`config.mk`:
```
export PLATFORM = sky130hd
export DESIGN_NAME = digitizer_event_word_decoder
export DESIGN_NICKNAME = d
export VERILOG_FILES = /design/src/hw/rtl/evdec_pkg.sv /design/src/hw/rtl/evdec_cfg.sv /design/src/hw/rtl/evdec_assemble.sv /design/src/hw/rtl/evdec_decode.sv /design/src/hw/rtl/evdec_order.sv /design/src/hw/rtl/digitizer_event_word_decoder.sv
export SDC_FILE = /design/constraint.sdc
export NUM_CORES = 1
export LEC_CHECK = 0
export BUFFER_PORTS_ARGS = -buffer_cell sky130_fd_sc_hd__clkbuf_2
export CAP_MARGIN = 25
export CORE_MARGIN = 1.5
export CORE_UTILIZATION = 59
export CTS_CLUSTER_SIZE = 8
export DETAILED_ROUTE_END_ITERATION = 10
export PLACE_DENSITY_LB_ADDON = 0.2
export SETUP_SLACK_MARGIN = 0.4
export SLEW_MARGIN = 20
export SYNTH_ARGS = -nofsm -noshare
export SYNTH_HDL_FRONTEND = slang
export SYNTH_SLANG_ARGS = --single-unit
```
`constraint.sdc`:
```
create_clock -name clk -period 7.7 [get_ports clk]
set_input_delay 0 -clock clk [delete_from_list [all_inputs] [get_ports clk]]
set_output_delay 0 -clock clk [all_outputs]
set_load 0.03 [all_outputs]
```
`src/hw/rtl/evdec_pkg.sv`:
```
// Package for the digitizer event word decoder.
// Holds the word and hit payload types, the configuration bundle and the codes.
// No dependencies.
`timescale 1ns / 1ps

package evdec_pkg;

  // Words gathered into one hit; all but the last are held until decode.
  localparam int WORDS_PER_HIT = 5;
  localparam int HELD_WORDS    = WORDS_PER_HIT - 1;
  localparam int POS_W         = $clog2(WORDS_PER_HIT);
  localparam int HELD_IDX_W    = $clog2(HELD_WORDS);
  localparam logic [POS_W-1:0] LAST_POS = POS_W'(WORDS_PER_HIT - 1);

  localparam int TS_W   = 56;
  localparam int CNT_W  = 32;
  localparam int DATA_W = 64;
  localparam int ADDR_W = 5;

  // Hit layouts. Code 3 is decoded like the wide timestamp layout.
  localparam logic [1:0] FMT_TS56 = 2'd0;
  localparam logic [1:0] FMT_CH5  = 2'd1;
  localparam logic [1:0] FMT_CH4  = 2'd2;

  // Register indexes (byte address / 8).
  localparam logic [1:0] REG_FORMAT = 2'd0;
  localparam logic [1:0] REG_MODULE = 2'd1;
  localparam logic [1:0] REG_TOL    = 2'd2;

  localparam logic [TS_W-1:0] TOL_RESET = TS_W'(100000);

  typedef struct packed {
    logic [15:0] raw_word;
    logic        start_of_file;
  } word_t;

  typedef struct packed {
    logic [TS_W-1:0]  timestamp;
    logic [3:0]       module_id;
    logic [4:0]       channel;
    logic [13:0]      adc_value;
    logic             out_of_order;
    logic [CNT_W-1:0] disorder_total;
  } hit_t;

  typedef struct packed {
    logic [TS_W-1:0] timestamp;
    logic [4:0]      channel;
    logic [13:0]     adc_value;
  } dec_t;

  typedef struct packed {
    logic [1:0]      format_select;
    logic [3:0]      module_number;
    logic [TS_W-1:0] time_margin;
  } cfg_t;

  typedef logic [WORDS_PER_HIT-1:0][15:0] hit_words_t;

endpackage

```
`src/hw/rtl/evdec_cfg.sv`:
```
// Configuration registers behind the APB-style port.
// Depends on evdec_pkg for the register codes and the cfg_t bundle.
`timescale 1ns / 1ps

module evdec_cfg (
  input  logic                          clk,
  input  logic                          rst,
  input  logic                          psel,
  input  logic                          penable,
  input  logic                          pwrite,
  input  logic [evdec_pkg::ADDR_W-1:0]  paddr,
  input  logic [evdec_pkg::DATA_W-1:0]  pwdata,
  output logic [evdec_pkg::DATA_W-1:0]  prdata,
  output evdec_pkg::cfg_t               cfg
);

  logic [1:0] reg_index;
  logic       wr_en;

  assign reg_index = paddr[4:3];
  assign wr_en     = psel & penable & pwrite;

  always_ff @(posedge clk) begin
    if (rst) begin
      cfg.format_select <= evdec_pkg::FMT_TS56;
      cfg.module_number <= 4'd0;
      cfg.time_margin   <= evdec_pkg::TOL_RESET;
    end else if (wr_en) begin
      unique case (reg_index)
        evdec_pkg::REG_FORMAT: cfg.format_select <= pwdata[1:0];
        evdec_pkg::REG_MODULE: cfg.module_number <= pwdata[3:0];
        evdec_pkg::REG_TOL:    cfg.time_margin   <= pwdata[evdec_pkg::TS_W-1:0];
        default: ;
      endcase
    end
  end

  always_comb begin
    unique case (reg_index)
      evdec_pkg::REG_FORMAT: prdata = {62'd0, cfg.format_select};
      evdec_pkg::REG_MODULE: prdata = {60'd0, cfg.module_number};
      evdec_pkg::REG_TOL:    prdata = {8'd0, cfg.time_margin};
      default:               prdata = '0;
    endcase
  end

endmodule

```
`src/hw/rtl/evdec_assemble.sv`:
```
// Word intake: byte swap, word position count and the held words of a hit.
// Depends on evdec_pkg; feeds the full hit register to the decoder.
`timescale 1ns / 1ps

module evdec_assemble (
  input  logic                    clk,
  input  logic                    rst,
  input  logic                    advance,
  input  logic                    word_valid,
  input  evdec_pkg::word_t        word_data,
  output logic                    hit_valid,
  output evdec_pkg::hit_words_t   hit_words
);

  logic [evdec_pkg::POS_W-1:0] pos;
  logic [evdec_pkg::POS_W-1:0] pos_eff;
  logic [15:0]                 swapped;
  logic                        accept;
  logic                        last_word;
  logic [15:0]                 held [evdec_pkg::HELD_WORDS];

  assign accept    = word_valid & advance;
  assign pos_eff   = word_data.start_of_file ? '0 : pos;
  assign last_word = (pos_eff == evdec_pkg::LAST_POS);
  assign swapped   = {word_data.raw_word[7:0], word_data.raw_word[15:8]};

  always_ff @(posedge clk) begin
    if (rst) begin
      pos       <= '0;
      hit_valid <= 1'b0;
    end else if (advance) begin
      hit_valid <= accept & last_word;
      if (accept) begin
        pos <= last_word ? '0 : pos_eff + 1'b1;
      end
    end
  end

  always_ff @(posedge clk) begin
    if (accept && !last_word) begin
      held[pos_eff[evdec_pkg::HELD_IDX_W-1:0]] <= swapped;
    end
    if (accept && last_word) begin
      for (int i = 0; i < evdec_pkg::HELD_WORDS; i++) begin
        hit_words[i] <= held[i];
      end
      hit_words[evdec_pkg::WORDS_PER_HIT-1] <= swapped;
    end
  end

endmodule

```
`src/hw/rtl/evdec_decode.sv`:
```
// Layout decode of one gathered hit into timestamp, channel and pulse height.
// Depends on evdec_pkg for the layout codes and the dec_t record.
`timescale 1ns / 1ps

module evdec_decode (
  input  logic                   clk,
  input  logic                   rst,
  input  logic                   advance,
  input  logic                   hit_valid,
  input  evdec_pkg::hit_words_t  hit_words,
  input  logic [1:0]             format_select,
  output logic                   dec_valid,
  output evdec_pkg::dec_t        dec
);

  evdec_pkg::dec_t dec_next;
  logic [47:0]     count48;
  logic [evdec_pkg::TS_W-1:0] count_x10;

  assign count48 = {hit_words[0], hit_words[1], hit_words[2]};
  // Times ten as eight plus two.
  assign count_x10 = {5'd0, count48, 3'd0} + {7'd0, count48, 1'b0};

  always_comb begin
    unique case (format_select)
      evdec_pkg::FMT_CH5: begin
        dec_next.timestamp = count_x10;
        dec_next.channel   = hit_words[3][4:0];
        dec_next.adc_value = {1'b0, hit_words[4][12:0]};
      end
      evdec_pkg::FMT_CH4: begin
        dec_next.timestamp = count_x10;
        dec_next.channel   = {1'b0, hit_words[3][3:0]};
        dec_next.adc_value = hit_words[4][13:0];
      end
      default: begin
        dec_next.timestamp = {hit_words[0], hit_words[1], hit_words[2], hit_words[3][15:8]};
        dec_next.channel   = {2'd0, hit_words[4][15:13]};
        dec_next.adc_value = {1'b0, hit_words[4][12:0]};
      end
    endcase
  end

  always_ff @(posedge clk) begin
    if (rst) begin
      dec_valid <= 1'b0;
    end else if (advance) begin
      dec_valid <= hit_valid;
    end
  end

  always_ff @(posedge clk) begin
    if (advance && hit_valid) begin
      dec <= dec_next;
    end
  end

endmodule

```
`src/hw/rtl/evdec_order.sv`:
```
// Time order check against the last good timestamp, disorder count, result register.
// Depends on evdec_pkg for dec_t, hit_t and widths.
`timescale 1ns / 1ps

module evdec_order (
  input  logic                          clk,
  input  logic                          rst,
  input  logic                          advance,
  input  logic                          dec_valid,
  input  evdec_pkg::dec_t               dec,
  input  logic [3:0]                    module_number,
  input  logic [evdec_pkg::TS_W-1:0]    time_margin,
  output logic                          hit_valid,
  output evdec_pkg::hit_t               hit_data
);

  logic [evdec_pkg::TS_W-1:0]  last_time;
  logic [evdec_pkg::TS_W-1:0]  last_time_next;
  logic                        have_last_time;
  logic [evdec_pkg::CNT_W-1:0] disorder_counter;
  logic [evdec_pkg::CNT_W-1:0] disorder_counter_next;
  logic [evdec_pkg::TS_W:0]    ts_plus_tol;
  logic                        flag;
  logic                        take;

  assign take        = advance & dec_valid;
  // One spare bit so the sum never wraps.
  assign ts_plus_tol = {1'b0, dec.timestamp} + {1'b0, time_margin};
  assign flag        = have_last_time & (ts_plus_tol < {1'b0, last_time});

  // A flagged hit lies below the last time, so the last time stays put.
  assign last_time_next        = flag ? last_time : dec.timestamp;
  assign disorder_counter_next = (flag && (disorder_counter != '1)) ?
                                 disorder_counter + 1'b1 : disorder_counter;

  always_ff @(posedge clk) begin
    if (rst) begin
      hit_valid        <= 1'b0;
      last_time        <= '0;
      have_last_time   <= 1'b0;
      disorder_counter <= '0;
    end else if (advance) begin
      hit_valid <= dec_valid;
      if (take) begin
        last_time        <= last_time_next;
        have_last_time   <= have_last_time | ~flag;
        disorder_counter <= disorder_counter_next;
      end
    end
  end

  always_ff @(posedge clk) begin
    if (take) begin
      hit_data.timestamp      <= dec.timestamp;
      hit_data.module_id      <= module_number;
      hit_data.channel        <= dec.channel;
      hit_data.adc_value      <= dec.adc_value;
      hit_data.out_of_order   <= flag;
      hit_data.disorder_total <= disorder_counter_next;
    end
  end

endmodule

```
`src/hw/rtl/digitizer_event_word_decoder.sv`:
```
// Top level of the digitizer event word decoder: intake, decode, order check, registers.
// Depends on evdec_pkg, evdec_cfg, evdec_assemble, evdec_decode and evdec_order.
//
//   channel   direction  handshake                payload
//   word      in         word_valid / word_ready  word_data (evdec_pkg::word_t)
//   hit       out        hit_valid / hit_ready    hit_data  (evdec_pkg::hit_t)
//   config    in         psel / penable / pwrite  paddr, pwdata, prdata (64 bit)
//
// One word is taken every cycle while word_ready is high; every fifth word of a hit yields one result.
// A hit passes three registers (hit, decode, result) in that order, the first
// loaded by the edge that takes its last word. The whole pipeline
// holds while the result register is full and not taken, and word_ready is low then.
// Reset (rst, synchronous) clears the word position, valid flags, last time
// and the disorder count, and loads the register defaults.
`timescale 1ns / 1ps

module digitizer_event_word_decoder (
  input  logic                          clk,
  input  logic                          rst,
  input  logic                          word_valid,
  output logic                          word_ready,
  input  evdec_pkg::word_t              word_data,
  output logic                          hit_valid,
  input  logic                          hit_ready,
  output evdec_pkg::hit_t               hit_data,
  input  logic                          psel,
  input  logic                          penable,
  input  logic                          pwrite,
  input  logic [evdec_pkg::ADDR_W-1:0]  paddr,
  input  logic [evdec_pkg::DATA_W-1:0]  pwdata,
  output logic [evdec_pkg::DATA_W-1:0]  prdata,
  output logic                          pready
);

  evdec_pkg::cfg_t       cfg;
  evdec_pkg::hit_words_t hit_words;
  evdec_pkg::dec_t       dec;
  logic                  advance;
  logic                  asm_valid;
  logic                  dec_valid;

  assign advance    = ~hit_valid | hit_ready;
  assign word_ready = advance;
  assign pready     = 1'b1;

  evdec_cfg u_cfg (
    .clk     (clk),
    .rst     (rst),
    .psel    (psel),
    .penable (penable),
    .pwrite  (pwrite),
    .paddr   (paddr),
    .pwdata  (pwdata),
    .prdata  (prdata),
    .cfg     (cfg)
  );

  evdec_assemble u_assemble (
    .clk        (clk),
    .rst        (rst),
    .advance    (advance),
    .word_valid (word_valid),
    .word_data  (word_data),
    .hit_valid  (asm_valid),
    .hit_words  (hit_words)
  );

  evdec_decode u_decode (
    .clk           (clk),
    .rst           (rst),
    .advance       (advance),
    .hit_valid     (asm_valid),
    .hit_words     (hit_words),
    .format_select (cfg.format_select),
    .dec_valid     (dec_valid),
    .dec           (dec)
  );

  evdec_order u_order (
    .clk           (clk),
    .rst           (rst),
    .advance       (advance),
    .dec_valid     (dec_valid),
    .dec           (dec),
    .module_number (cfg.module_number),
    .time_margin   (cfg.time_margin),
    .hit_valid     (hit_valid),
    .hit_data      (hit_data)
  );

endmodule
```
==> metrics <==
crit path DAT=~7.2 ns; Clock transition at path regs=0.05 ns; Post-DP Area=26220 µm²; TritonCTS buffer count=70; Post-Place Setup Slack=around 1.1 ns; main combinational cell family by area after synthesis=simple AND/OR/NAND/NOR gates; drt total wl=roughly 62 mm; Die Area=approximately 43000 µm²; Ant. Diodes=0; initial DRC count=about 1.4k; num ports=between 200 and 300; final hold violation count=0; Sw Pwr=0.001214 W; Longest Clk Path Bufs=3; Rel. slew slack=between 30 and 40%; Final ANT Viol Nets=0; DR vias=roughly 19k; Final Non-Filler Cells=3170; Final #Nets=around 2.8k; Cell Int Power=approximately 0.0046 W; peak supply drop=roughly 0.22 mV; Tmin final=around 6.8 ns; first-pass GRT wire length=between 90 and 100 mm; Main synth FF type=edfxtp_1; Area Overhead vs Synth=19.21%; Critical Path, Cell by Cell=ha_1 > a211o_1 > a221o_1 > a21o_1 > o21ai_1 > a211oi_1 > o31ai_1 > a31oi_1 > o21ai_0 > a21oi_1 > a31oi_1 > ha_1 > a21o_1 > a21oi_1 > o22ai_1 > a211oi_1 > o211ai_1 > nor3_4 > buf_4 > and4_1 > mux2_1; initial core utilization=60.06%; mapped cell area=about 25000 µm²; Die H=207.1 µm; setup violators final=0; Synth Area in Simple Gates=roughly 14%; largest net degree at the start of global routing=between 70 and 80; layout cells sized above 1=between 10% and 20%; Setup crit end kind=flop; Yosys warnings=0; Reg power frac=approximately 48%; startpoint type of the worst setup path=flop; number of global-route vias before repair=17.93k; post-CTS setup buffer count=0; routability cong.=a little over 0.9; wire length per cell=around 20 µm; Cell Rows=74; share of the clock period used by the worst path=88.14%; GRT Overall Usage=28.27%; combinational power share=3.4%; RSZ-0062 raised after global routing=false; post-synthesis mux area share=between 4 and 5%; Seq cells post-synth=482; Hold Path Class=input port to flop; clk_lat worst skew=approximately 0.59 ns; Final Cell Area=between 20000 and 30000 µm²; Synth Area in Compound Gates=between 10% and 20%; CP peak stage delay=approximately 0.53 ns; EDFF count, synth=between 300 and 400; CP Max Fanout=48; Fmax achieved=roughly 0.15 GHz; CTS tree=built; drt drc=0; Sw Share=about a fifth; CP max stage cell=o31ai_1; power density of the placed cells=around 200 nW/µm²; Clk pwr share=around half; Worst-Margin Slew=between 0.9 and 1 ns; Reg area=approximately 13000 µm²; Die W=between 200 and 250 µm; Buf/Inv on CP=1; CTS Root Cell=clkbuf_16; Synth Area in XOR/XNOR=~4.4%; run status=finished clean; Leak Pwr=approximately 12 nW; Multi-input gate area=roughly 11000 µm²; Max-cap violations=0; FILL cells=2882; sequential share of the synthesized area=between 50% and 60%; Clock Skews=around 0.021 ns; post-synthesis adder-cell area fraction=8.512%; GR Overflow Total=0; Port Buffers=between 200 and 300; Sum Neg Setup Slack=0 ns; required time worst endpoint=8.16 ns; fin. max-slew vios=0; Placed Cells=2949; total number of H-tree levels=3; post-route setup slack=roughly 0.91 ns; Vias per Instance=5.857; Distinct cells, synth=just over 80; Detail Placement HPWL=42.91 mm; CP delay by family, top=compound AO/OA/AOI/OAI gates; Async S/R FF share, synth=0%; Initial DRT Pass Iterations=5; critical path class=flop to flop; Post-Synthesis Cells=about 2.2k; initial antenna violation count=0; syn_area_per_cell=between 10 and 15 µm²; core area=between 40000 and 50000 µm²; Clock Sinks=just under 500
[per-stage QoR]
| stage | power [W] | hold slack, ns | util [%] |
|---|---|---|---|
| final | 0.005823 | 0.02930 | 71.59 |
| after global routing | 0.005991 | 0.05702 | 71.59 |
| after CTS | 0.005854 | 0.003509 | 71.47 |
| after detailed placement | 0.002972 | 0.2178 | 64.06 |
| after global placement | 0.002965 | 0.2131 | 64.00 |
| after floorplan | 0.002912 | 0.09887 | - |
[cell usage after synthesis (8+ instances only)]
| cell type | count | area, µm² |
|---|---|---|
| nand2_1 | 186 | 698.2 |
| nand3b_1 | 9 | 67.56 |
| o21a_1 | 9 | 67.56 |
| nor3_1 | 18 | 90.09 |
| and2_1 | 71 | 444.2 |
| nor2_1 | 175 | 656.9 |
| ha_1 | 164 | 2052 |
| clkbuf_1 | 72 | 270.3 |
| dfxtp_1 | 157 | 3143 |
| o21bai_1 | 18 | 135.1 |
| nand3_1 | 57 | 285.3 |
| xnor2_1 | 97 | 849.6 |
| a211oi_1 | 17 | 127.6 |
| inv_1 | 103 | 386.6 |
| a21oi_1 | 161 | 805.8 |
| edfxtp_1 | 325 | 9759 |
| mux2_1 | 27 | 304.0 |
| a31oi_1 | 12 | 75.07 |
| o211ai_1 | 10 | 75.07 |
| o21ai_0 | 63 | 315.3 |
| nor2b_1 | 44 | 275.3 |
| buf_4 | 11 | 82.58 |
| buf_6 | 8 | 90.09 |
| a21o_1 | 66 | 495.5 |
| nand4_1 | 54 | 337.8 |
| xor2_1 | 26 | 227.7 |
| a22o_1 | 49 | 429.2 |
| nand2b_1 | 18 | 112.6 |
| and3_1 | 22 | 137.6 |
| mux2i_1 | 65 | 650.6 |
[flip-flops by register name, indices dropped and copies added, names as in the netlist]
register,flops
u_assemble.pos,3
u_order.have_last_time,1
u_decode.dec_valid,1
u_order.hit_data,112
u_order.hit_valid,1
u_cfg.cfg,62
u_order.last_time,56
u_assemble.held,61
u_order.disorder_counter,32
u_assemble.hit_words,77
u_assemble.hit_valid,1
u_decode.dec,75
[cell usage in the layout, fill, tap and decap left out, drive strengths merged, types with 10 or more instances in the layout]
| cell type | count |
|---|---|
| nor2b | 44 |
| dfxtp | 157 |
| dlygate4sd3 | 98 |
| a21oi | 164 |
| o211ai | 10 |
| a31oi | 12 |
| and2 | 71 |
| a21o | 67 |
| clkbuf | 366 |
| mux2 | 33 |
| a22o | 49 |
| a211oi | 18 |
| inv | 105 |
| nor2 | 175 |
| and3 | 23 |
| mux2i | 65 |
| nor3 | 19 |
| o21bai | 18 |
| o21ai | 70 |
| nand4 | 54 |
| edfxtp | 325 |
| ha | 164 |
| buf | 18 |
| xor2 | 26 |
| nand2 | 186 |
| nand2b | 18 |
| xnor2 | 97 |
| nand3 | 58 |
[power groups by stage]
stage          clock, W  sequential (W)  combinational, W
2_1_floorplan         0         0.00281         0.0000986
3_3_place_gp          0         0.00282          0.000149
3_5_place_dp          0         0.00282          0.000155
4_1_cts         0.00290         0.00277          0.000189
5_1_grt         0.00301         0.00276          0.000211
6_report        0.00286         0.00277          0.000195
[worst paths after layout]
path / cells past startpoint / slack (ns) / to / start
hold reg to reg: 0 / 0.41 / u_assemble.hit_words[21] / u_assemble.held[1][5]
hold / removal: 5 / 0.03 / u_cfg.cfg[61] / penable
setup reg to reg: 21 / 0.91 / u_order.disorder_counter[14] / u_decode.dec[25]
setup / recovery: 21 / 0.91 / u_order.disorder_counter[14] / u_decode.dec[25]
[tightest hold or removal path, delay by kind of cell]
family / cells / cell delay, ns
AND/OR/NAND/NOR: 3 / 0.40
buffers and inverters: 1 / 0.09
multiplexers: 1 / 0.09
[per-layer routing]
| metal | share of wire, % | vias up | global-route usage, % |
|---|---|---|---|
| li1 | - | 8852 | - |
| met1 | 44 | 8971 | 38.54 |
| met2 | 46 | 609 | 44.62 |
| met3 | 5.6 | 136 | 4.442 |
| met4 | 3.9 | 0 | 12.99 |
| met5 | 0 | - | 0 |
[area by class of cell]
type / count / share of cell area [%]
clock buffer: 116 / 6.859
clock inverter: 5 / 0.1452
inverter: 103 / 1.320
multi-input combinational: 1566 / 37.09
sequential: 482 / 44.04
tap: 532 / 2.272
timing repair buffer: 366 / 8.272
[repair_timing]
action	in CTS	in global routing
hold endpoints to repair	175	0
gates resized for setup	0	0
endpoints found under the setup margin	0	0
hold buffers	98	0
[cells by family after synthesis]
| group | count (synthesis) |
|---|---|
| compound gates | 480 |
| xor+xnor | 123 |
| fa+ha+maj | 166 |
| buf+inv | 205 |
| flops | 482 |
| mux | 98 |
| other cells | 2 |
| simple gates | 690 |
No activity file was read; power rests on OpenSTA's default activity.
